===== config.mk =====
export PLATFORM = sky130hd
export DESIGN_NAME = gslm_fifo
export DESIGN_NICKNAME = d
export VERILOG_FILES = /design/src/rtl/gslm_pkg.sv /design/src/rtl/gslm_fifo.sv
export SDC_FILE = /design/constraint.sdc
export NUM_CORES = 1
export LEC_CHECK = 0
export ABC_AREA = 1
export CAP_MARGIN = 5
export CORE_MARGIN = 1
export CORE_UTILIZATION = 59
export CTS_BUF_LIST = sky130_fd_sc_hd__clkbuf_2 sky130_fd_sc_hd__clkbuf_4 sky130_fd_sc_hd__clkbuf_8
export DETAILED_ROUTE_END_ITERATION = 12
export DONT_BUFFER_PORTS = 1
export GPL_TIMING_DRIVEN = 0
export PLACE_DENSITY = 0.78
export SLEW_MARGIN = 10
export SYNTH_ARGS = -nofsm -noshare
export SYNTH_HDL_FRONTEND = slang
export SYNTH_SLANG_ARGS = --single-unit

===== constraint.sdc =====
create_clock -name aclk -period 1.9 [get_ports aclk]
set_clock_uncertainty 0.05 [all_clocks]
set_input_delay 0.095 -clock aclk [delete_from_list [all_inputs] [get_ports aclk]]
set_output_delay 0.095 -clock aclk [all_outputs]
set_load 0.05 [all_outputs]

===== src/rtl/gslm_pkg.sv =====
// ----------------------------------------------------------------------------
// gslm_pkg: shared definitions for the strict 3x3 local-maximum finder
// Sizes, register indexes, the word carried from front to back, and the
// neighbor offset tables.
// ----------------------------------------------------------------------------
package gslm_pkg;

    localparam int MAX_WIDTH = 1024;
    localparam int MAX_HEIGHT = 1024;
    localparam int PIXEL_BITS = 16;

    localparam int SIZE_BITS = 11;
    localparam int COL_BITS = $clog2(MAX_WIDTH);
    localparam int ROW_BITS = $clog2(MAX_HEIGHT) + 3;
    localparam int TOTAL_BITS = $clog2(MAX_WIDTH * MAX_HEIGHT + 1);
    localparam int POS_BITS = ROW_BITS + SIZE_BITS;

    localparam int QUEUE_DEPTH = 4;
    localparam int QPTR_BITS = $clog2(QUEUE_DEPTH);

    localparam int DIV_STEPS = TOTAL_BITS;
    localparam int DIV_CNT_BITS = $clog2(DIV_STEPS);

    localparam int CFG_INDEX_BITS = 2;
    localparam logic [CFG_INDEX_BITS-1:0] REG_FRAME_WIDTH = CFG_INDEX_BITS'(0);
    localparam logic [CFG_INDEX_BITS-1:0] REG_FRAME_HEIGHT = CFG_INDEX_BITS'(1);

    localparam int WINDOW_SIZE = 9;
    localparam int NB_COUNT = 8;
    localparam int NB_DROW [NB_COUNT] = '{0, 0, 1, -1, -1, -1, 1, 1};
    localparam int NB_DCOL [NB_COUNT] = '{1, -1, 0, 0, -1, 1, 1, -1};

    typedef enum logic [1:0] {
        ST_RUN,
        ST_TOTAL,
        ST_POS,
        ST_DIV
    } front_state_t;

    typedef struct packed {
        logic [COL_BITS-1:0]   col_idx;
        logic [PIXEL_BITS-1:0] value;
        logic                  emit;
        logic                  restart;
        logic                  last;
        logic [SIZE_BITS-1:0]  row_num;
        logic [SIZE_BITS-1:0]  col_num;
        logic                  up_ok;
        logic                  down_ok;
        logic                  left_ok;
        logic                  right_ok;
    } gslm_item_t;

endpackage


===== src/rtl/gslm_fifo.sv =====
// ----------------------------------------------------------------------------
// gslm_fifo: short queue between the front and the back
// Holds classified words so that each side can stall on its own.
// ----------------------------------------------------------------------------
module gslm_fifo (
    input  logic                 aclk,
    input  logic                 aresetn,
    input  logic                 push,
    input  gslm_pkg::gslm_item_t push_item,
    input  logic                 pop,
    output gslm_pkg::gslm_item_t head_item,
    output logic                 empty,
    output logic                 full
);
    import gslm_pkg::*;

    localparam logic [QPTR_BITS:0] FULL_COUNT = (QPTR_BITS + 1)'(QUEUE_DEPTH);

    gslm_item_t           slot_reg [QUEUE_DEPTH];
    logic [QPTR_BITS-1:0] wr_ptr_reg;
    logic [QPTR_BITS-1:0] rd_ptr_reg;
    logic [QPTR_BITS:0]   count_reg;

    assign head_item = slot_reg[rd_ptr_reg];
    assign empty = count_reg == '0;
    assign full = count_reg == FULL_COUNT;

    always_ff @(posedge aclk) begin
        if (push) begin
            slot_reg[wr_ptr_reg] <= push_item;
        end
    end

    always_ff @(posedge aclk) begin
        if (!aresetn) begin
            wr_ptr_reg <= '0;
            rd_ptr_reg <= '0;
            count_reg <= '0;
        end else begin
            if (push) begin
                wr_ptr_reg <= wr_ptr_reg + QPTR_BITS'(1);
            end
            if (pop) begin
                rd_ptr_reg <= rd_ptr_reg + QPTR_BITS'(1);
            end
            if (push && !pop) begin
                count_reg <= count_reg + (QPTR_BITS + 1)'(1);
            end else if (pop && !push) begin
                count_reg <= count_reg - (QPTR_BITS + 1)'(1);
            end
        end
    end

    a_no_push_when_full: assert property (@(posedge aclk) disable iff (!aresetn)
        push |-> !full)
        else $error("Word pushed into a full queue.");

    a_no_pop_when_empty: assert property (@(posedge aclk) disable iff (!aresetn)
        pop |-> !empty)
        else $error("Word popped from an empty queue.");

endmodule


# == After elaboration in Yosys (flattened, before gate mapping) ==
# Memories as Yosys holds them, arrays and structs flattened. A register that Yosys moved wholly into a read port is not among the register bits.
# Cells that the tools add are included.
# totals
regBits,7
latchBits,0
ram_bits,220
romBits,0
in_bits,59
output_inout_bits,57
word_cells,21
n_memories,1
# classes
add_sub_neg,4
multipliers,0
n_div,0
n_lt_le_gt_ge,0
n_eq_ne,1
shifts,0
muxes,6
bitwise,0
reduce_logical,6
# memory_table
memory,depth,word_bits,rd,rd_ports_with_merged_regs,write_ports,line_no,rtl
slot_reg,4,55,1,1,1,gslm_fifo.sv:19,gslm_item_t slot_reg [QUEUE_DEPTH];
# ops
cell,count
2-to-1 mux 3 bit,2
"adder 2 x 1 -> 2 bit, second input constant",2
2-to-1 mux 2 bit,2
"adder 3 x 1 -> 3 bit, second input constant",1
"== test 3 bit, second input constant",1
logical NOT 3 bit,1
"subtractor 3 x 1 -> 3 bit, second input constant",1
logical AND 1 bit,2
logical NOT 1 bit,2
2-to-1 mux 1 bit,2
nonzero test 2 bit,1

# == Depth between registers and ports, before layout ==
# logic_depth
word_depth,4
mapped_depth,10
ltp_nobuf,10

# == Least setup slack after synthesis ==
# OpenSTA, ideal clock, no wires.
# synth_timing
path_type,register to register
from,register wr_ptr_reg[0]
to,memory slot_reg[2][0] in the netlist's numbering (enable)
setup_ns,0.409
t_arrival_ns,1.661
required_ns,1.441
slack_ns,-0.220
path_stages_with_launch,5
n_path_buf,0
synth_period_minus_slack_ns,2.120
cell_sequence,dfxtp_1 > inv_1 > ha_1 > nand2_1 > inv_1
# synth_rtl
item,line_no,rtl
from (decl),gslm_fifo.sv:20,logic [QPTR_BITS-1:0] wr_ptr_reg;
from (signal assigned),gslm_fifo.sv:41,wr_ptr_reg <= wr_ptr_reg + QPTR_BITS'(1);
to (decl),gslm_fifo.sv:19,
# Straight into the memory's write port.

==> impl_metrics.csv <==
group,metric,value,unit
route,routed_via_density,6.60,
die,start_util,0.612,
worst_setup_path,required,1.75,ns
yosys,yosysUniqueCellTypes,19,
placed_design,dpl.hpwl,10900,µm
sta,setup_ws,-0.248,ns
worst_hold_path,worstHoldPathCells,3,
worst_setup_path,end_kind,"primary output",
worst_setup_path,rr_worst_depth,7,
yosys,ys_ff_latch,229,
worst_setup_path,start_kind,"flop",
worst_hold_path,whs_endpoint,"slot_reg[2][39]",
yosys,yosysTopAreaCell,"edfxtp_1",
grt,grt_remaining_overflow,0,
sta,final_hold_viol_count,0,
cts,cts_tree,"yes",
yosys,syn_nets,655,
final_layout,drive_gt1_frac,0.431,
die,fp.dieArea,15100,µm²
worst_setup_path,reg2reg_slack,0.12,ns
power_and_ir_drop,p_leak,4.14,nW
route,detail_route.first_pass.iterations,4,
status,outcome,"finished with violations",
final_layout,area_growth,48.2,%
yosys,synth.top_cells.by_area,"edfxtp_1 77%, nor2_1 5.0%, o21ai_0 4.1%",
yosys,syn_area,8590,µm²
yosys,ys_warn_count,0,
final_layout,largest_reg_flops,220,
die,pin_count,116,
sta,rsz0062_at_grt,"true",
placed_design,gp_congestion,0.727,
cts,cts_sinks,229,
route,wl,27700,µm
sta,drv_slew,0,
die,fp.dieW,123,µm
final_layout,fillers,415,
sta,fin_crit,2.15,ns
grt,grt_antenna_before_repair,0,
route,met2_length,14000,µm
route,antenna_left,0,
flow_run,drv_cap,0,
yosys,syn-mean-instance-area,14.6,µm²
worst_setup_path,cp_max_fo,10,
die,coreArea,14000,µm²
cts,cts_buffers,35,
cts,cts.path.max_buffers,3,
final_layout,insertedDiodeCount,0,
sta,min_period_over_period,1.13,
yosys,yosysSeqAreaShare,0.790,
sta,slew_headroom,0.426,
worst_setup_path,r2r_end,"count_reg[2]",
worst_hold_path,hold_path.class,"input port to flop",
final_layout,final_common_cell,"edfxtp_1",
route,vias,6148,
worst_setup_path,r2r_start,"count_reg[0]",
worst_setup_path,crit_type,"flop to primary output",
yosys,syn_inst,590,
worst_hold_path,hold_start,"push",
cts,clk_latency,0.51,ns
cts,htreeDepth,2,
route,drt-met1-wl,9730,µm
status,violations,"setup timing",
placed_design,port_buffers,0,
cts,clk_pin_slew_worst_paths,0.06,ns
route,wl_met3,2640,µm
yosys,synth_top_area_share,0.769,
grt,grt_pass1_wl,36600,µm
sta,tns,-4.40,ns
sta,max_freq,466,MHz
power_and_ir_drop,peakVddDrop,0.691,mV
sta,setup_violations,55,
worst_setup_path,critPathArrivalTime,2.00,ns
route,route.top_layer_used,"met4",
die,fp.dieH,123,µm
final_layout,final_cell_mix,"220 x edfxtp_1, 63 x nor2_1, 59 x dlygate4sd3_1",
sta,tightest_slew,0.857,ns
final_layout,nets,796,
power_and_ir_drop,power.total,0.0123,W
grt,grt_max_degree,32,
grt,grt_pass1_vias,6294,
route,drc,0,
final_layout,fin_util,0.907,
route,wl_per_cell,29.8,µm
grt,grt.total_usage,0.343,
route,first_iter_violations,586,
die,std_cell_rows,43,
power_and_ir_drop,p_per_area,969,nW/µm²
cts,cts_root_buf,"clkbuf_8",
[per-stage QoR]
step                      cells  area (µm²)  hold WS (ns)  setup WS (ns)
after floorplan             590        8610         0.144       -0.00431
after global placement      770        8840         0.144         -0.661
after detailed placement    774        8930         0.144         -0.367
after CTS                   931       12600        0.0980         -0.155
after global routing        931       12700        0.0102         -0.300
final                       931       12700      0.000568         -0.248
[area by class of cell]
class,instances,area [µm²],share of cell area
Clock inverter,11,72.6,0.00570
Clock buffer,46,564,0.0443
Tap cell,180,225,0.0177
Sequential cell,229,6790,0.533
Timing Repair Buffer,102,1270,0.0997
Inverter,17,95.1,0.00747
Buffer,33,538,0.0422
Timing Repair inverter,4,30.0,0.00236
Multi-Input combinational cell,309,3150,0.247
[logic make-up after synthesis]
family,share of synthesized area
buf+inv,0.0342
fa+ha+maj,0.00961
flops,0.790
simple gates,0.0566
compound gates,0.110
[cells in the mapped netlist (all sizes together)]
cell / instances
edfxtp: 220
o21ai: 116
nor2: 115
o22ai: 55
clkbuf: 18
buf: 17
inv: 17
dfxtp: 9
nand2: 9
ha: 5
a21oi: 4
nor3: 2
fa: 1
nand3: 1
nand4: 1
[how the worst max path moves through the flow]
stage | from | cells past startpoint | end | slack (ns)
2_1_floorplan | wr_ptr_reg[0] | 4 | slot_reg[0][0] | -0.004
3_3_place_gp | wr_ptr_reg[0] | 4 | slot_reg[0][12] | -0.66
3_5_place_dp | flop | 4 | head_item[53] | -0.37
4_1_cts | flop | 4 | head_item[10] | -0.16
5_1_grt | flop | 5 | head_item[9] | -0.30
6_report | flop | 5 | head_item[9] | -0.25
[per-layer routing]
metal / GRT usage / vias up
li1: - / 2504
met1: 0.420 / 3077
met2: 0.579 / 465
met3: 0.0771 / 102
met4: 0.162 / 0
met5: 0 / -
[report_power, final]
| group | switching [W] | internal (W) | total [W] | leakage [nW] |
|---|---|---|---|---|
| sequential | 0.000109 | 0.00577 | 0.00588 | 2.10 |
| clock | 0.00189 | 0.00206 | 0.00394 | 0.333 |
| combinational | 0.00167 | 0.000844 | 0.00252 | 1.71 |
| total | 0.00367 | 0.00867 | 0.0123 | 4.14 |
[critical path, cell delays in order (launching register included)]
cell     delay [ns]
dfxtp_4        0.35
buf_8          0.14
buf_12         0.13
buf_6          0.14
o21ai_0        0.47
o22ai_4        0.26
[what timing repair did]
item | CTS | global route
hold buffers | 60 | 0
gates cloned | 20 | 1
endpoints found under the setup margin | 155 | 129
endpoints found under the hold margin | 229 | 0
buffers inserted | 20 | 12
pin swaps | 53 | 59
resized for setup | 406 | 105
(Power assumes the default switching activity.)
