[src/rtl/gslm_pkg.sv]
// ----------------------------------------------------------------------------
// gslm_pkg: shared definitions for the strict 3x3 local-maximum finder
// Sizes, register indexes, the word carried from front to back, and the
// neighbor offset tables.
// ----------------------------------------------------------------------------
package gslm_pkg;

    localparam int MAX_WIDTH = 1024;
    localparam int MAX_HEIGHT = 1024;
    localparam int PIXEL_BITS = 16;

    localparam int SIZE_BITS = 11;
    localparam int COL_BITS = $clog2(MAX_WIDTH);
    localparam int ROW_BITS = $clog2(MAX_HEIGHT) + 3;
    localparam int TOTAL_BITS = $clog2(MAX_WIDTH * MAX_HEIGHT + 1);
    localparam int POS_BITS = ROW_BITS + SIZE_BITS;

    localparam int QUEUE_DEPTH = 4;
    localparam int QPTR_BITS = $clog2(QUEUE_DEPTH);

    localparam int DIV_STEPS = TOTAL_BITS;
    localparam int DIV_CNT_BITS = $clog2(DIV_STEPS);

    localparam int CFG_INDEX_BITS = 2;
    localparam logic [CFG_INDEX_BITS-1:0] REG_FRAME_WIDTH = CFG_INDEX_BITS'(0);
    localparam logic [CFG_INDEX_BITS-1:0] REG_FRAME_HEIGHT = CFG_INDEX_BITS'(1);

    localparam int WINDOW_SIZE = 9;
    localparam int NB_COUNT = 8;
    localparam int NB_DROW [NB_COUNT] = '{0, 0, 1, -1, -1, -1, 1, 1};
    localparam int NB_DCOL [NB_COUNT] = '{1, -1, 0, 0, -1, 1, 1, -1};

    typedef enum logic [1:0] {
        ST_RUN,
        ST_TOTAL,
        ST_POS,
        ST_DIV
    } front_state_t;

    typedef struct packed {
        logic [COL_BITS-1:0]   col_idx;
        logic [PIXEL_BITS-1:0] value;
        logic                  emit;
        logic                  restart;
        logic                  last;
        logic [SIZE_BITS-1:0]  row_num;
        logic [SIZE_BITS-1:0]  col_num;
        logic                  up_ok;
        logic                  down_ok;
        logic                  left_ok;
        logic                  right_ok;
    } gslm_item_t;

endpackage

[src/rtl/gslm_front.sv]
// ----------------------------------------------------------------------------
// gslm_front: input classification and raster bookkeeping
// Holds the frame size, the input and decision counters, and recomputes the
// derived counters after a register write with a serial divider.
// ----------------------------------------------------------------------------
module gslm_front (
    input  logic                                 aclk,
    input  logic                                 aresetn,
    input  logic                                 cfg_valid,
    output logic                                 cfg_ready,
    input  logic [gslm_pkg::CFG_INDEX_BITS-1:0]  cfg_index,
    input  logic [gslm_pkg::SIZE_BITS-1:0]       cfg_data,
    input  logic                                 s_valid,
    output logic                                 s_ready,
    input  logic                                 s_opcode,
    input  logic [gslm_pkg::PIXEL_BITS-1:0]      s_pixel_value,
    input  logic                                 queue_full,
    output logic                                 push,
    output gslm_pkg::gslm_item_t                 push_item
);
    import gslm_pkg::*;

    function automatic logic [SIZE_BITS-1:0] clamp_size(input logic [SIZE_BITS-1:0] value,
                                                        input logic [SIZE_BITS-1:0] limit);
        logic [SIZE_BITS-1:0] result;
        if (value == '0) begin
            result = SIZE_BITS'(1);
        end else if (value > limit) begin
            result = limit;
        end else begin
            result = value;
        end
        return result;
    endfunction

    front_state_t state_reg, state_next;

    logic [SIZE_BITS-1:0]    frame_w_reg;
    logic [SIZE_BITS-1:0]    frame_h_reg;
    logic [TOTAL_BITS-1:0]   total_reg;
    logic [POS_BITS-1:0]     pos_reg;
    logic [SIZE_BITS-1:0]    in_col_reg;
    logic [ROW_BITS-1:0]     in_row_reg;
    logic [TOTAL_BITS-1:0]   out_index_reg;
    logic [SIZE_BITS-1:0]    out_row_reg;
    logic [SIZE_BITS-1:0]    out_col_reg;
    logic [TOTAL_BITS-1:0]   div_quo_reg;
    logic [SIZE_BITS-1:0]    div_rem_reg;
    logic [DIV_CNT_BITS-1:0] div_cnt_reg;

    logic                    cfg_write;
    logic                    accept;
    logic                    col_wrap;
    logic [SIZE_BITS-1:0]    col_now;
    logic [ROW_BITS-1:0]     row_now;
    logic [SIZE_BITS-1:0]    col_inc;
    logic                    col_end;
    logic                    pixel_phase;
    logic                    ignore;
    logic                    early;
    logic                    out_done;
    logic [TOTAL_BITS-1:0]   out_inc;
    logic                    last;
    logic                    emit;
    logic                    restart;
    logic [SIZE_BITS-1:0]    ocol_inc;
    logic [SIZE_BITS-1:0]    orow_inc;
    logic [SIZE_BITS:0]      div_shift;
    logic                    div_fit;
    logic [SIZE_BITS-1:0]    div_rem_next;
    logic [TOTAL_BITS-1:0]   div_quo_next;

    assign cfg_write = cfg_valid && cfg_ready;
    assign accept = s_valid && s_ready;

    always_comb begin
        state_next = state_reg;
        unique case (state_reg)
            ST_RUN: begin
                state_next = ST_RUN;
            end
            ST_TOTAL: begin
                state_next = ST_POS;
            end
            ST_POS: begin
                state_next = ST_DIV;
            end
            ST_DIV: begin
                if (div_cnt_reg == DIV_CNT_BITS'(DIV_STEPS - 1)) begin
                    state_next = ST_RUN;
                end
            end
            default: begin
                state_next = ST_RUN;
            end
        endcase
        if (cfg_write) begin
            state_next = ST_TOTAL;
        end
    end

    always_comb begin
        cfg_ready = 1'b1;
        unique case (state_reg)
            ST_RUN: begin
                s_ready = !queue_full;
            end
            ST_TOTAL, ST_POS, ST_DIV: begin
                s_ready = 1'b0;
            end
            default: begin
                s_ready = 1'b0;
            end
        endcase
    end

    always_comb begin
        col_wrap = in_col_reg >= frame_w_reg;
        col_now = col_wrap ? '0 : in_col_reg;
        row_now = in_row_reg + ROW_BITS'(col_wrap);
        col_inc = col_now + SIZE_BITS'(1);
        col_end = col_inc == frame_w_reg;
        pixel_phase = pos_reg < POS_BITS'(total_reg);
        ignore = pixel_phase && s_opcode;
        early = pos_reg < (POS_BITS'(frame_w_reg) + POS_BITS'(1));
        out_done = out_index_reg >= total_reg;
        out_inc = out_index_reg + TOTAL_BITS'(1);
        last = out_inc == total_reg;
        emit = !early && !out_done;
        restart = !early && out_done;
        ocol_inc = out_col_reg + SIZE_BITS'(1);
        orow_inc = out_row_reg + SIZE_BITS'(1);

        push = accept && !ignore;
        push_item.col_idx = col_now[COL_BITS-1:0];
        push_item.value = pixel_phase ? s_pixel_value : '0;
        push_item.emit = emit;
        push_item.restart = restart;
        push_item.last = last;
        push_item.row_num = orow_inc;
        push_item.col_num = ocol_inc;
        push_item.up_ok = out_row_reg != '0;
        push_item.down_ok = orow_inc < frame_h_reg;
        push_item.left_ok = out_col_reg != '0;
        push_item.right_ok = ocol_inc < frame_w_reg;
    end

    always_comb begin
        div_shift = {div_rem_reg, div_quo_reg[TOTAL_BITS-1]};
        div_fit = div_shift >= {1'b0, frame_w_reg};
        if (div_fit) begin
            div_rem_next = SIZE_BITS'(div_shift - {1'b0, frame_w_reg});
        end else begin
            div_rem_next = div_shift[SIZE_BITS-1:0];
        end
        div_quo_next = {div_quo_reg[TOTAL_BITS-2:0], div_fit};
    end

    always_ff @(posedge aclk) begin
        if (!aresetn) begin
            state_reg <= ST_RUN;
            frame_w_reg <= SIZE_BITS'(MAX_WIDTH);
            frame_h_reg <= SIZE_BITS'(MAX_HEIGHT);
            total_reg <= TOTAL_BITS'(MAX_WIDTH * MAX_HEIGHT);
            pos_reg <= '0;
            in_col_reg <= '0;
            in_row_reg <= '0;
            out_index_reg <= '0;
            out_row_reg <= '0;
            out_col_reg <= '0;
            div_cnt_reg <= '0;
        end else begin
            state_reg <= state_next;
            if (cfg_write) begin
                unique case (cfg_index)
                    REG_FRAME_WIDTH: begin
                        frame_w_reg <= clamp_size(cfg_data, SIZE_BITS'(MAX_WIDTH));
                    end
                    REG_FRAME_HEIGHT: begin
                        frame_h_reg <= clamp_size(cfg_data, SIZE_BITS'(MAX_HEIGHT));
                    end
                    default: begin
                    end
                endcase
            end
            unique case (state_reg)
                ST_TOTAL: begin
                    total_reg <= TOTAL_BITS'(frame_w_reg) * TOTAL_BITS'(frame_h_reg);
                end
                ST_POS: begin
                    pos_reg <= POS_BITS'(row_now) * POS_BITS'(frame_w_reg) + POS_BITS'(col_now);
                    div_cnt_reg <= '0;
                end
                ST_DIV: begin
                    div_cnt_reg <= div_cnt_reg + DIV_CNT_BITS'(1);
                    if (div_cnt_reg == DIV_CNT_BITS'(DIV_STEPS - 1)) begin
                        out_row_reg <= div_quo_next[SIZE_BITS-1:0];
                        out_col_reg <= div_rem_next;
                    end
                end
                ST_RUN: begin
                    if (accept) begin
                        if (ignore) begin
                            in_col_reg <= col_now;
                            in_row_reg <= row_now;
                        end else if (restart || (emit && last)) begin
                            pos_reg <= '0;
                            in_col_reg <= '0;
                            in_row_reg <= '0;
                            out_index_reg <= '0;
                            out_row_reg <= '0;
                            out_col_reg <= '0;
                        end else begin
                            in_col_reg <= col_end ? '0 : col_inc;
                            in_row_reg <= col_end ? row_now + ROW_BITS'(1) : row_now;
                            pos_reg <= pos_reg + POS_BITS'(1);
                            if (emit) begin
                                out_index_reg <= out_inc;
                                if (ocol_inc == frame_w_reg) begin
                                    out_col_reg <= '0;
                                    out_row_reg <= orow_inc;
                                end else begin
                                    out_col_reg <= ocol_inc;
                                end
                            end
                        end
                    end
                end
                default: begin
                end
            endcase
        end
    end

    always_ff @(posedge aclk) begin
        if (state_reg == ST_POS) begin
            div_quo_reg <= out_index_reg;
            div_rem_reg <= '0;
        end else if (state_reg == ST_DIV) begin
            div_quo_reg <= div_quo_next;
            div_rem_reg <= div_rem_next;
        end
    end

    a_in_col_in_frame: assert property (@(posedge aclk) disable iff (!aresetn)
        (accept && !cfg_write) |=> (in_col_reg < frame_w_reg))
        else $error("Input column left the frame after an accepted word.");

    a_out_col_in_frame: assert property (@(posedge aclk) disable iff (!aresetn)
        (state_reg == ST_RUN) |-> (out_col_reg < frame_w_reg))
        else $error("Decision column is outside the frame while running.");

endmodule

[config.mk]
export PLATFORM = sky130hd
export DESIGN_NAME = gslm_front
export DESIGN_NICKNAME = d
export VERILOG_FILES = /design/src/rtl/gslm_pkg.sv /design/src/rtl/gslm_front.sv
export SDC_FILE = /design/constraint.sdc
export NUM_CORES = 1
export LEC_CHECK = 0
export ABC_CLOCK_PERIOD_IN_PS = 9550
export BUFFER_PORTS_ARGS = -buffer_cell sky130_fd_sc_hd__clkbuf_2
export CAP_MARGIN = 20
export CORE_UTILIZATION = 35
export DETAILED_ROUTE_END_ITERATION = 10
export GPL_ROUTABILITY_DRIVEN = 0
export PLACE_DENSITY_LB_ADDON = 0.15
export REMOVE_ABC_BUFFERS = 1
export SYNTH_ARGS = -nofsm -noshare
export SYNTH_HDL_FRONTEND = slang
export SYNTH_SLANG_ARGS = --single-unit
export TNS_END_PERCENT = 1
[constraint.sdc]
create_clock -name aclk -period 9.55 [get_ports aclk]
set_clock_uncertainty 0.05 [all_clocks]
set_input_delay 0.4775 -clock aclk [delete_from_list [all_inputs] [get_ports aclk]]
set_output_delay 0.4775 -clock aclk [all_outputs]
set_load 0.03 [all_outputs]
### Word-level counts from Yosys, hierarchy flattened

Index checks and enable logic that the tools add are counted.

| word-level totals | value |
|---|---|
| flip-flop bits (word level) | 173 |
| bits in latches | 0 |
| bits in writable memories | 0 |
| ROM bits | 0 |
| input port bits | 35 |
| output and inout bits | 58 |
| memories kept | 0 |

| operators by class | value |
|---|---|
| add/sub/neg operators | 11 |
| multipliers | 2 |
| div/mod/pow operators | 0 |
| magnitude comparators | 8 |
| equal/unequal tests | 14 |
| shifts and indexed selects | 0 |
| mux-type cells | 38 |
| bitwise logic cells | 2 |
| reduce and logical (&&, ||, !) cells | 29 |

Operators with widths:

| cell | count |
|---|---|
| 11-bit 2-to-1 mux | 19 |
| 21-bit 2-to-1 mux | 4 |
| 24-bit 2-to-1 mux | 3 |
| 24-bit one-hot mux with 2 select lines | 1 |
| 11-bit one-hot mux with 2 select lines | 2 |
| 13-bit 2-to-1 mux | 3 |
| 11-bit by 1-bit adder with 11-bit output (second input constant) | 3 |
| 24-bit by 1-bit adder with 24-bit output (second input constant) | 1 |
| 24-bit by 11-bit adder with 24-bit output | 1 |
| 24-bit by 12-bit < comparator with 1-bit output | 1 |
| 24-bit by 21-bit < comparator with 1-bit output | 1 |
| 13-bit by 11-bit multiplier with 24-bit output | 1 |
| 11-bit == test | 2 |
| 11-bit < comparator | 2 |
| 11-bit nonzero test | 2 |
| 21-bit by 1-bit adder with 21-bit output (second input constant) | 1 |
| 21-bit == test | 1 |
| 21-bit greater-or-equal comparator | 1 |
| 11-bit by 11-bit multiplier with 21-bit output | 1 |
| 16-bit 2-to-1 mux | 1 |
| 13-bit by 1-bit adder with 13-bit output | 1 |
| 13-bit by 1-bit adder with 13-bit output (second input constant) | 1 |
| 11-bit by 1-bit adder with 12-bit output (second input constant) | 1 |
| 12-bit by 11-bit greater-or-equal comparator with 1-bit output | 1 |
| other kinds (28) | 49 |

### Longest topological paths before layout

Gate-level depths: netlist (run 1).

| logic depth | value |
|---|---|
| word-level depth | 10 |
| gate-level depth with buffers | 37 |
| gate-level depth less buffers | 34 |

### Worst setup path after synthesis (run 1)

Ideal clock, no wire load.

| timing | value |
|---|---|
| path type | reg2reg |
| from | register frame_w_reg[7] |
| to | register pos_reg[18] |
| setup time | 0.119 ns |
| arrival time | 8.839 ns |
| required time | 9.381 ns |
| setup slack | 0.542 ns |
| stages on the path, launching flop included | 37 |
| clock period less this slack | 9.008 ns |
| cells stage by stage | dfxtp_1 > clkbuf_1 > inv_1 > clkbuf_1 > ha_1 > and3_1 > a221oi_1 > o21ai_0 > a221oi_1 > clkbuf_1 > inv_1 > ha_1 > ha_1 > nand3_1 > nor2_1 > and3_1 > xnor2_1 > clkbuf_1 > nand2_1 > fa_1 > inv_1 > fa_1 > fa_1 > fa_1 > inv_1 > fa_1 > inv_1 > ha_1 > a21oi_1 > nor3b_1 > a21oi_1 > and3_1 > or3_1 > a21oi_1 > xor2_1 > o22ai_1 > o221a_2 |

| on the way | value |
|---|---|
| cells in the longest elaborated chain, start to end | 10 |
| elaborated cells between the ends (all ways) | 16 |
| those cells by class | add/sub: 3; mul: 1; order compare: 2; mux: 5; reduce/logical: 5 |

Ends and longest elaborated chain:

| item | RTL line | text |
|---|---|---|
| from (decl) | gslm_front.sv:38 | `logic [SIZE_BITS-1:0] frame_w_reg;` |
| from (signal assigned) | gslm_front.sv:162 | `frame_w_reg <= SIZE_BITS'(MAX_WIDTH);` |
| from (signal assigned) | gslm_front.sv:177 | `frame_w_reg <= clamp_size(cfg_data, SIZE_BITS'(MAX_WIDTH));` |
| parallel branches: the longest is 9 deep, another holds 13-bit by 11-bit multiplier with 24-bit output | - |  |
| 24-bit one-hot mux with 2 select lines (*) | gslm_front.sv:186 | `unique case (state_reg)` |
| to (signal assigned) | gslm_front.sv:191 | `pos_reg <= POS_BITS'(row_now) * POS_BITS'(frame_w_reg) + POS_BITS'(col_now);` |
| to (signal assigned) | gslm_front.sv:216 | `pos_reg <= pos_reg + POS_BITS'(1);` |
| to (decl) | gslm_front.sv:41 | `logic [POS_BITS-1:0] pos_reg;` |

Mark *: on every way between the ends. The select of a mux whose other input is x is not followed.
A chain may end at the register's enable or synchronous reset.

### Final worst setup path (run 1)

| timing | value |
|---|---|
| from | register in_col_reg[0] |
| to | register pos_reg[23] |

| on the way | value |
|---|---|
| cells in the longest elaborated chain, start to end | 5 |
| elaborated cells between the ends (all ways) | 6 |
| those cells by class | add/sub: 2; mul: 1; order compare: 1; mux: 2 |

Ends and longest elaborated chain:

| item | RTL line | text |
|---|---|---|
| from (decl) | gslm_front.sv:42 | `logic [SIZE_BITS-1:0] in_col_reg;` |
| from (signal assigned) | gslm_front.sv:204 | `in_col_reg <= col_now;` |
| from (signal assigned) | gslm_front.sv:214 | `in_col_reg <= col_end ? '0 : col_inc;` |
| 11-bit greater-or-equal comparator | gslm_front.sv:118 | `col_wrap = in_col_reg >= frame_w_reg;` |
| 13-bit by 1-bit adder with 13-bit output | gslm_front.sv:120 | `row_now = in_row_reg + ROW_BITS'(col_wrap);` |
| 13-bit by 11-bit multiplier with 24-bit output | gslm_front.sv:191 |  |
| 24-bit by 11-bit adder with 24-bit output (*) | gslm_front.sv:191 |  |
| 24-bit one-hot mux with 2 select lines (*) | gslm_front.sv:186 |  |

Every way passes the cells marked *; elsewhere a longest branch is shown, timed or not.

==> summary.md, run 1 <==
| Metric | Value |
|---|---|
| Max_slew headroom | 32.8% |
| Fmax achieved | 114 MHz |
| Clock Tree Buf Depth | 2 |
| Max FFs per register | 24 |
| EDFF count, synth | 21 |
| Final setup fails | 0 |
| Final hold vios | 0 |
| Netlist area before placement | 0.0211 mm2 |
| Clock Latency Late Sink | 0.50 ns |
| Critical path capture point type | register |
| Cell count after synthesis | 2587 |
| Crit-path leading delay family | adder cells |
| Fill cells | 6152 |
| Die Footprint | 0.0612 mm2 |
| Top_reg_cell synth | dfxtp_1 |
| Outcome | finished, violations left |
| Sw frac | 32.3% |
| Worst Max-Slew Pin Slew | 1.00 ns |
| Net Sw Power | 0.000652 W |
| Flop pwr share | 38.5% |
| Pre-CTS WS | 0.617 ns |
| Syn avg cell area | 8.15 um2 |
| Synth unique cells | 82 |
| Number of global-route vias before repair | 18900 |
| Worst hold slack | 0.214 ns |
| RSZ-0062 raised after global routing | no |
| Layout cells sized above 1 | 8.35% |
| CP arrival | 9.18 ns |
| Count of state elements after synthesis | 173 |
| Port Buf Inserts | 91 |
| Number of max-cap violations | 0 |
| Share of the synthesized area in the top cell type | 17.9% |
| FFs w/ async S/R, synth | 0% |
| Core Area | 0.0592 mm2 |
| Compound-cell area share of the yosys netlist | 13.7% |
| TritonCTS clock tree | done |
| Post-Synth Simple-Gate Area | 20.5% |
| CP Data Required Time | 9.92 ns |
| P_int | 0.00137 W |
| Multiplexer share of the synthesized area | 2.95% |
| TritonCTS buffer count | 17 |
| Largest net degree at the start of global routing | 59 |
| Vias per cell | 5.51 |
| Post-CTS Hold Fix Bufs | 0 |
| Min cycle time layout | 8.81 ns |
| Largest family of logic cells by synthesized area | adder cells |
| Max-slew violations | 0 |
| Buffers and inverters on the worst path | 5 |
| Htree depth | 4 |
| Path type of the worst min-delay path | primary input to register |
| Violated checks | DRC |
| Initial antenna violation count | 1 |
| CTS clk-pin slew, worst paths | 0.08 ns |
| Top cell type by total area after synthesis | fa_1 |
| Grt ovf | 0 |
| IO Pins | 93 |
| CP max FO | 8 |
| Final worst slack | 0.742 ns |
| Num rows | 89 |
| Routed WL | 70900 um |
| Initial core utilization | 35.6% |
| Sequential area share after synthesis | 17.4% |
| Period utilization | 92.2% |
| Clock Power Share | 39.3% |
| Largest stage delay on the critical path | 0.54 ns |
| # DRC | 3 |
| Area Growth Syn to Fin | 9.12% |
| Crit path kind | register to register |
| Critical Path Start Type | register |
| Leak pwr | 10.5 nW |
| Via count | 18800 |
| Clock Tree Root | clkbuf_16 |
| DRT iter0 DRCs | 1298 |
| Synth Area in Adders | 31.8% |
| ANT cells | 0 |
| Combinational share of power | 22.2% |
| Total track usage | 24.0% |
| First-pass iteration count of the detailed router | 10 |
| XOR/XNOR Fraction of Synth Area | 5.61% |
| Crit-path slowest cell | fa_1 |
| Pwr per Cell Area | 87.7 mW/mm2 |
| First-pass GRT wire length | 112000 um |
| Routed Antenna Nets | 0 |
| Clock Sinks | 173 |
| Hpwl dp | 53400 um |
| Die extent in x | 247 um |
| Top post-synthesis cells by area | fa_1 18%, dfxtp_1 14%, ha_1 14% |
| Die H | 247 um |
| Ys Warns | 0 |
| IR drop worst, VDD | 0.147 mV |
| WL per Instance | 20.8 um |
| Nets@finish | 3080 |
| Final Core Density | 38.8% |
[repair_timing]
item | 4_1_cts | 5_1_grt
buffers inserted | 0 | 0
endpoints found under the hold margin | 0 | 0
resized for setup | 0 | 1
setup endpoints to repair | 0 | 1
[Yosys cell counts (all sizes together), types with 34 or more instances]
cell and n:
inv 308, nand2 287, ha 234, nor2 215, fa 189, a21oi 153
dfxtp 152, o21ai 102, clkbuf 94, xnor2 90, nand3 85, and2 67
nor3 50, xor2 45, and3 37, mux2i 34
[final cells by class]
class | count | area [um2] | area share (%)
clock buffer | 17 | 425 | 1.85
inverter | 314 | 1180 | 5.12
tap | 773 | 967 | 4.20
clock inverter | 15 | 208 | 0.902
multi-input combinational | 1978 | 15800 | 68.5
sequential | 173 | 3670 | 16.0
timing repair buffer | 138 | 803 | 3.49
[metal layers]
layer / track usage (%) / vias to the layer above / share of wire [%]
li1: - / 8831 / -
met1: 32.6 / 9271 / 46
met2: 39.4 / 586 / 46
met3: 2.94 / 92 / 5.0
met4: 7.78 / 0 / 2.7
met5: 0 / - / 0
[cell usage in the layout, fill, tap and decap left out, drive strengths merged, types with 19 or more instances in the layout]
master,n
and3,37
dfxtp,152
ha,234
nor4,23
fa,189
buf,46
nand4,25
and2,67
a21oi,153
nor2b,23
nand2,287
nor2,215
xnor2,90
or3,21
a211oi,19
mux2,25
edfxtp,21
clkbuf,109
a31oi,22
nor3,50
nand3,85
mux2i,34
inv,313
o21ai,102
xor2,45
[stage by stage]
step / area (um2) / cells / TNS, ns / power [W]
2_1_floorplan: 20600 / 2465 / -2.02 / 0.00109
3_3_place_gp: 22400 / 3374 / 0 / 0.00123
3_5_place_dp: 22400 / 3374 / 0 / 0.00124
4_1_cts: 23000 / 3406 / 0 / 0.00204
5_1_grt: 23000 / 3408 / 0 / 0.00211
6_report: 23000 / 3408 / 0 / 0.00202
[power groups by stage]
stage	logic (W)	registers [W]	clock network, W
2_1_floorplan	0.000303	0.000790	0
3_3_place_gp	0.000440	0.000793	0
3_5_place_dp	0.000445	0.000793	0
4_1_cts	0.000447	0.000776	0.000817
5_1_grt	0.000489	0.000779	0.000843
6_report	0.000448	0.000777	0.000793
[worst register-to-register path, delay by kind of cell, from the launching register on]
family / cells / cell delay [ns]
adders and majority gates: 9 / 3.65
and+or+nand+nor: 10 / 2.11
AOI/OAI and AO/OA: 8 / 1.48
xor gates and xnor gates: 2 / 0.51
buffers and inverters: 5 / 0.49
DFF: 1 / 0.45
[cell families (layout without fill, tap and decap cells)]
logic type      Yosys count  in the layout
flops                   173            173
fa+ha+maj               423            423
compound gates          459            459
xor+xnor                135            135
buf+inv                 436            484
simple gates            901            901
other cells               1              1
mux                      59             59
[worst paths after layout]
| path | start | end | slack, ns | cells after the start |
|---|---|---|---|---|
| worst max register to register | in_col_reg[0]$_SDFFE_PN0P_ | pos_reg[23]$_SDFFE_PN0P_ | 0.74 | 34 |
| worst min register to register | in_row_reg[0]$_SDFFE_PN0P_ | in_row_reg[0]$_SDFFE_PN0P_ | 0.45 | 1 |
| worst max-delay path | in_col_reg[0]$_SDFFE_PN0P_ | pos_reg[23]$_SDFFE_PN0P_ | 0.74 | 34 |
| worst min-delay path | cfg_valid | state_reg[1]$_SDFFE_PP0P_ | 0.21 | 2 |
(Power assumes the default switching activity.)
==> inputs of run 2 (changes only) <==
--- a/config.mk
+++ b/config.mk
@@ -12,7 +12,6 @@
 export DETAILED_ROUTE_END_ITERATION = 10
 export GPL_ROUTABILITY_DRIVEN = 0
 export PLACE_DENSITY_LB_ADDON = 0.15
-export REMOVE_ABC_BUFFERS = 1
 export SYNTH_ARGS = -nofsm -noshare
 export SYNTH_HDL_FRONTEND = slang
 export SYNTH_SLANG_ARGS = --single-unit
==> run 2 against run 1 <==
  * Via count fell by 0.48%
  * Die area did not move
  * Non-clock buffer count fell by 3
  * The flow now finishes without violations
  * Register-to-register slack got worse by 0.18 ns
  * Sequential share of layout area barely moved
  * Worst setup slack got worse by 0.18 ns
  * Largest power group is now registers
==> summary.md, run 2 (synthesis gave the netlist of run 1 again) <==
| Metric | Value |
|---|---|
| Routed Antenna Nets | 0 |
| Critical path capture point type | register |
| CP Data Required Time | 9.93 ns |
| Htree depth | 4 |
| Crit-path slowest cell | xnor2_1 |
| Leak pwr | 10.4 nW |
| Period utilization | 94.1% |
| Post-CTS setup buffers | 0 |
| Crit path kind | register to register |
| Post-route setup TNS | 0 ns |
| CP max FO | 11 |
| Post-CTS Hold Fix Bufs | 0 |
| Worst path most repeated cell | fa_1 |
| Number of global-route vias before repair | 18500 |
| Number of max-cap violations | 0 |
| Outcome | finished, final reports clean |
| Die H | 247 um |
| Critical Path Start Type | register |
| IR drop worst, VDD | 0.150 mV |
| Resized cells post-CTS | 0 |
| Worst Max-Slew Pin Slew | 1.09 ns |
| Syn Nets | 3045 |
| Min cycle time layout | 8.98 ns |
| Worst hold slack | 0.280 ns |
| Clock Tree Buf Depth | 2 |
| Max_slew headroom | 26.7% |
| Commonest non-fill, non-tap cell in the layout | inv_1 |
| Routed WL | 68300 um |
| Total track usage | 23.1% |
| Final setup fails | 0 |
| Largest net degree at the start of global routing | 91 |
| Final Core Density | 38.7% |
| Largest stage delay on the critical path | 0.70 ns |
| Hold EP | frame_h_reg[8]$_SDFFE_PN0P_ |
| Clock Latency Late Sink | 0.52 ns |
| Pwr per Cell Area | 86.0 mW/mm2 |
| Pre-CTS WS | 0.698 ns |
| # DRC | 0 |
| Fmax achieved | 111 MHz |
| Die extent in x | 247 um |
| Max-slew violations | 0 |
| HP Start | cfg_index[1] |
| Die Footprint | 0.0612 mm2 |
| Fill cells | 6119 |
| Initial core utilization | 35.6% |
| Grt ovf | 0 |
| RSZ-0062 raised after global routing | no |
| Max FFs per register | 24 |
| Nets@finish | 3077 |
| Reg2Reg Depth | 31 |
| CTS clk-pin slew, worst paths | 0.07 ns |
| DRT iter0 DRCs | 1212 |
| Path type of the worst min-delay path | primary input to register |
| TritonCTS buffer count | 17 |
| Reg2reg start | in_col_reg[5]$_SDFFE_PN0P_ |
| Final hold vios | 0 |
| First-pass iteration count of the detailed router | 8 |
| IO Pins | 93 |
| Vias per cell | 5.49 |
| Clock Tree Root | clkbuf_16 |
| Initial antenna violation count | 0 |
| First-pass GRT wire length | 108000 um |
| Hpwl dp | 51400 um |
| Clock Sinks | 173 |
| Area Growth Syn to Fin | 8.80% |
| CP arrival | 9.37 ns |
| ANT cells | 0 |
| Total power draw | 0.00197 W |
| Most frequent cells in the layout | 304 x inv_1, 286 x nand2_1, 233 x ha_1 |
| Num rows | 89 |
| R2R Path End | pos_reg[23]$_SDFFE_PN0P_ |
| Layout cells sized above 1 | 8.24% |
| Reg2reg setup slack | 0.57 ns |
| Hold path depth | 4 |
| Via count | 18700 |
| WL per Instance | 20.1 um |
| TritonCTS clock tree | done |
| Core Area | 0.0592 mm2 |
| Final worst slack | 0.567 ns |
| Port Buf Inserts | 91 |
==> run 2: cell types whose count changed in the layout (fill, tap and decap cells not counted), sizes merged <==
| cell | delta |
|---|---|
| bufinv | -4 |
| inv | +3 |
| buf | -3 |
| clkbuf | +1 |
==> run 2: through the flow <==
step           instance area [um2]  instances
2_1_floorplan                21100       2587
3_3_place_gp                 22300       3369
3_5_place_dp                 22300       3370
4_1_cts                      22900       3402
5_1_grt                      22900       3405
6_report                     22900       3405
==> run 2: metal layers <==
| layer | global-route usage (%) | up-vias | share of wire, % |
|---|---|---|---|
| met4 | 7.65 | 0 | 2.4 |
| met1 | 32.4 | 9215 | 48 |
| met2 | 36.2 | 573 | 45 |
| met5 | 0 | - | 0 |
| li1 | - | 8822 | - |
| met3 | 3.18 | 79 | 5.3 |
==> run 2: final cells by class <==
type	instances	area (um2)	area share (%)
Clock buffer	18	430	1.88
Tap cell	773	967	4.21
Inverter	314	1180	5.14
Clock inverter	14	148	0.643
Sequential cell	173	3670	16.0
Multi-Input combinational cell	1978	15800	68.6
Timing Repair Buffer	135	798	3.48
==> run 2: worst max-delay path by stage <==
| stage | startpoint | end | slack [ns] |
|---|---|---|---|
| finish | in_col_reg[5]$_SDFFE_PN0P_ | pos_reg[23]$_SDFFE_PN0P_ | 0.57 |
| global route | in_col_reg[2]$_SDFFE_PN0P_ | pos_reg[18]$_SDFFE_PN0P_ | 0.04 |
| CTS | in_col_reg[5]$_SDFFE_PN0P_ | pos_reg[23]$_SDFFE_PN0P_ | 0.65 |
| detailed placement | in_col_reg[5]$_SDFFE_PN0P_ | pos_reg[18]$_SDFFE_PN0P_ | 0.70 |
| global placement | in_col_reg[2]$_SDFFE_PN0P_ | pos_reg[18]$_SDFFE_PN0P_ | 0.85 |
| floorplan | frame_w_reg[7]$_SDFFE_PN0P_ | pos_reg[18]$_SDFFE_PN0P_ | 0.54 |
==> run 2: worst max-delay path: cells and delay by family, from the launching register on <==
kind	cells	cell delay (ns)
AOI/OAI and AO/OA	8	1.78
xor gates and xnor gates	2	0.82
adders and majority gates	9	3.77
buffers and inverters	3	0.31
DFF	1	0.56
and+or+nand+nor	9	1.61
==> run 2: report_power, final <==
part	internal, W	switching, W
logic	0.000167	0.000282
clock network	0.000350	0.000397
registers	0.000756	0.0000208
==> inputs of run 3 (changes only) <==
--- a/config.mk
+++ b/config.mk
@@ -8,7 +8,7 @@
 export ABC_CLOCK_PERIOD_IN_PS = 9550
 export BUFFER_PORTS_ARGS = -buffer_cell sky130_fd_sc_hd__clkbuf_2
 export CAP_MARGIN = 20
-export CORE_UTILIZATION = 35
+export CORE_UTILIZATION = 58
 export DETAILED_ROUTE_END_ITERATION = 10
 export GPL_ROUTABILITY_DRIVEN = 0
 export PLACE_DENSITY_LB_ADDON = 0.15
==> run 3 against run 2 <==
  * Core utilization is 24 points higher
  * Fmax is 0.97% lower
  * Sequential power hardly changed
  * Largest power group unchanged
  * Global-route usage is 12 points higher
  * Via count is 1.9% higher
  * The run now ends with DRC left
  * Sequential share of layout area is 0.29 points higher
  * Critical path type unchanged
==> summary.md, run 3 (synthesis gave the netlist of run 1 again) <==
| Metric | Value |
|---|---|
| Syn Nets | 3045 |
| RSZ-0062 raised after global routing | no |
| Sw frac | 33.2% |
| Levels on crit path | 31 |
| First-pass iteration count of the detailed router | 9 |
| Grt ovf | 0 |
| CP Data Required Time | 9.86 ns |
| Leak pwr | 10.4 nW |
| P_int | 0.00131 W |
| DRT iter0 DRCs | 1727 |
| Most frequent cells in the layout | 304 x inv_1, 286 x nand2_1, 234 x ha_1 |
| Initial antenna violation count | 0 |
| Worst Max-Slew Pin Slew | 0.934 ns |
| Port Buf Inserts | 91 |
| Hpwl dp | 47500 um |
| Clock Power Share | 37.6% |
| Final worst slack | 0.479 ns |
| Max_slew headroom | 37.5% |
| Crit-path slowest cell | xnor2_1 |
| Area Growth Syn to Fin | 6.88% |
| Max FFs per register | 24 |
| Setup crit end | pos_reg[18]$_SDFFE_PN0P_ |
| Final setup fails | 0 |
| Post-CTS Hold Fix Bufs | 0 |
| Flop pwr share | 39.7% |
| Clock Tree Buf Depth | 2 |
| Violated checks | DRC |
| Initial core utilization | 59.2% |
| IR drop worst, VDD | 0.127 mV |
| Routed WL | 62100 um |
| Clock Tree Root | clkbuf_16 |
| Period utilization | 95.0% |
| Design Area, Final | 0.0225 mm2 |
| Largest stage delay on the critical path | 0.65 ns |
| Die Footprint | 0.0371 mm2 |
| CP max FO | 12 |
| Nets@finish | 3074 |
| TritonCTS buffer count | 17 |
| Reg2reg start | frame_w_reg[5]$_SDFFE_PN0P_ |
| Clock Latency Late Sink | 0.47 ns |
| Net Sw Power | 0.000650 W |
| Reg2reg setup slack | 0.48 ns |
| Combinational share of power | 22.7% |
| Outcome | finished, violations left |
| ANT cells | 0 |
| # DRC | 18 |
| Htree depth | 4 |
| Largest net degree at the start of global routing | 64 |
| Critical Path Start Type | register |
| Routed Antenna Nets | 0 |
| Buffers and inverters on the worst path | 4 |
| Via count | 19000 |
| Pre-CTS WS | 0.644 ns |
| CP Launch Point | frame_w_reg[5]$_SDFFE_PN0P_ |
| Die H | 193 um |
| Path type of the worst min-delay path | primary input to register |
| Core Area | 0.0357 mm2 |
| Final hold vios | 0 |
| Clock Sinks | 173 |
| CP arrival | 9.38 ns |
| Pwr per Cell Area | 86.8 mW/mm2 |
| IO Pins | 93 |
| Worst path most repeated cell | fa_1 |
| R2R Path End | pos_reg[18]$_SDFFE_PN0P_ |
| Commonest non-fill, non-tap cell in the layout | inv_1 |
| CTS clk-pin slew, worst paths | 0.08 ns |
| Number of max-cap violations | 0 |
| Max-slew violations | 0 |
| Layout cells sized above 1 | 7.99% |
| Post-route setup TNS | 0 ns |
| Critical path capture point type | register |
| Number of global-route vias before repair | 18700 |
| Min cycle time layout | 9.07 ns |
| WL per Instance | 20.1 um |
| Die extent in x | 193 um |
| Post-CTS setup buffers | 0 |
| TritonCTS clock tree | done |
| Vias per cell | 6.16 |
| Area post-placement | 0.0219 mm2 |
| Fmax achieved | 110 MHz |
| Resized cells post-CTS | 0 |
| Crit-path leading delay family | adder cells |
| Reg2Reg Depth | 31 |
| First-pass GRT wire length | 100000 um |
| Total track usage | 34.8% |
| Crit path kind | register to register |
| Num rows | 69 |
==> run 3: changes by cell type in the layout (fill, tap and decap cells not counted), moves of 2 or more <==
cell | previous run | this run
clkbuf_2 | 93 | 91
inv_6 | 2 | 5
clkbuf_1 | 0 | 2
inv_8 | 6 | 1
==> run 3: power groups by stage <==
stage / clock [W] / combinational [W] / sequential (W)
final: 0.000736 / 0.000444 / 0.000777
after global placement: 0 / 0.000426 / 0.000792
after floorplan: 0 / 0.000323 / 0.000785
after global routing: 0.000762 / 0.000479 / 0.000779
after CTS: 0.000737 / 0.000435 / 0.000776
after detailed placement: 0 / 0.000432 / 0.000793
==> run 3: final cells by class <==
class,count,area (um2)
multi-input cells,1978,15700
fillers,3139,13100
flip-flops and latches,173,3670
inverters,314,1180
repair buffers,132,781
well taps,461,577
clock buffers,20,458
clock inverters,12,128
==> run 3: stage by stage <==
| step | power, W | cells | hold WS, ns | utilization (%) |
|---|---|---|---|---|
| 6_report | 0.00196 | 3090 | 0.315 | 63.2 |
| 5_1_grt | 0.00202 | 3090 | 0.307 | 63.2 |
| 4_1_cts | 0.00195 | 3088 | 0.303 | 63.1 |
| 3_5_place_dp | 0.00123 | 3056 | 0.437 | 61.5 |
| 3_3_place_gp | 0.00122 | 3054 | 0.420 | 61.4 |
| 2_1_floorplan | 0.00111 | 2587 | 0.398 | - |
==> run 3: worst min-delay path by stage <==
stage	startpoint	endpoint	slack [ns]	cells after the start
final	cfg_valid	state_reg[1]$_SDFFE_PP0P_	0.32	2
after detailed placement	in_row_reg[0]$_SDFFE_PN0P_	in_row_reg[0]$_SDFFE_PN0P_	0.44	1
after global routing	cfg_valid	state_reg[1]$_SDFFE_PP0P_	0.31	2
after floorplan	frame_h_reg[2]$_SDFFE_PN0P_	frame_h_reg[2]$_SDFFE_PN0P_	0.40	2
after global placement	in_row_reg[0]$_SDFFE_PN0P_	in_row_reg[0]$_SDFFE_PN0P_	0.42	1
after CTS	cfg_valid	state_reg[1]$_SDFFE_PP0P_	0.30	2
==> run 3: metal layers <==
metal | vias up | wire length, um | track usage [%]
li1 | 8806 | - | -
met1 | 9179 | 26200 | 47.1
met2 | 898 | 28300 | 55.2
met3 | 157 | 5170 | 5.18
met4 | 0 | 2480 | 15.1
met5 | - | 0 | 0
==> run 3: worst register-to-register path, delay by kind of cell, from the launching register on <==
kind | cells | cell delay [ns]
compound gates | 8 | 1.67
xor+xnor | 2 | 0.87
flops | 1 | 0.33
buf+inv | 4 | 0.60
simple gates | 8 | 1.70
fa+ha+maj | 9 | 3.78
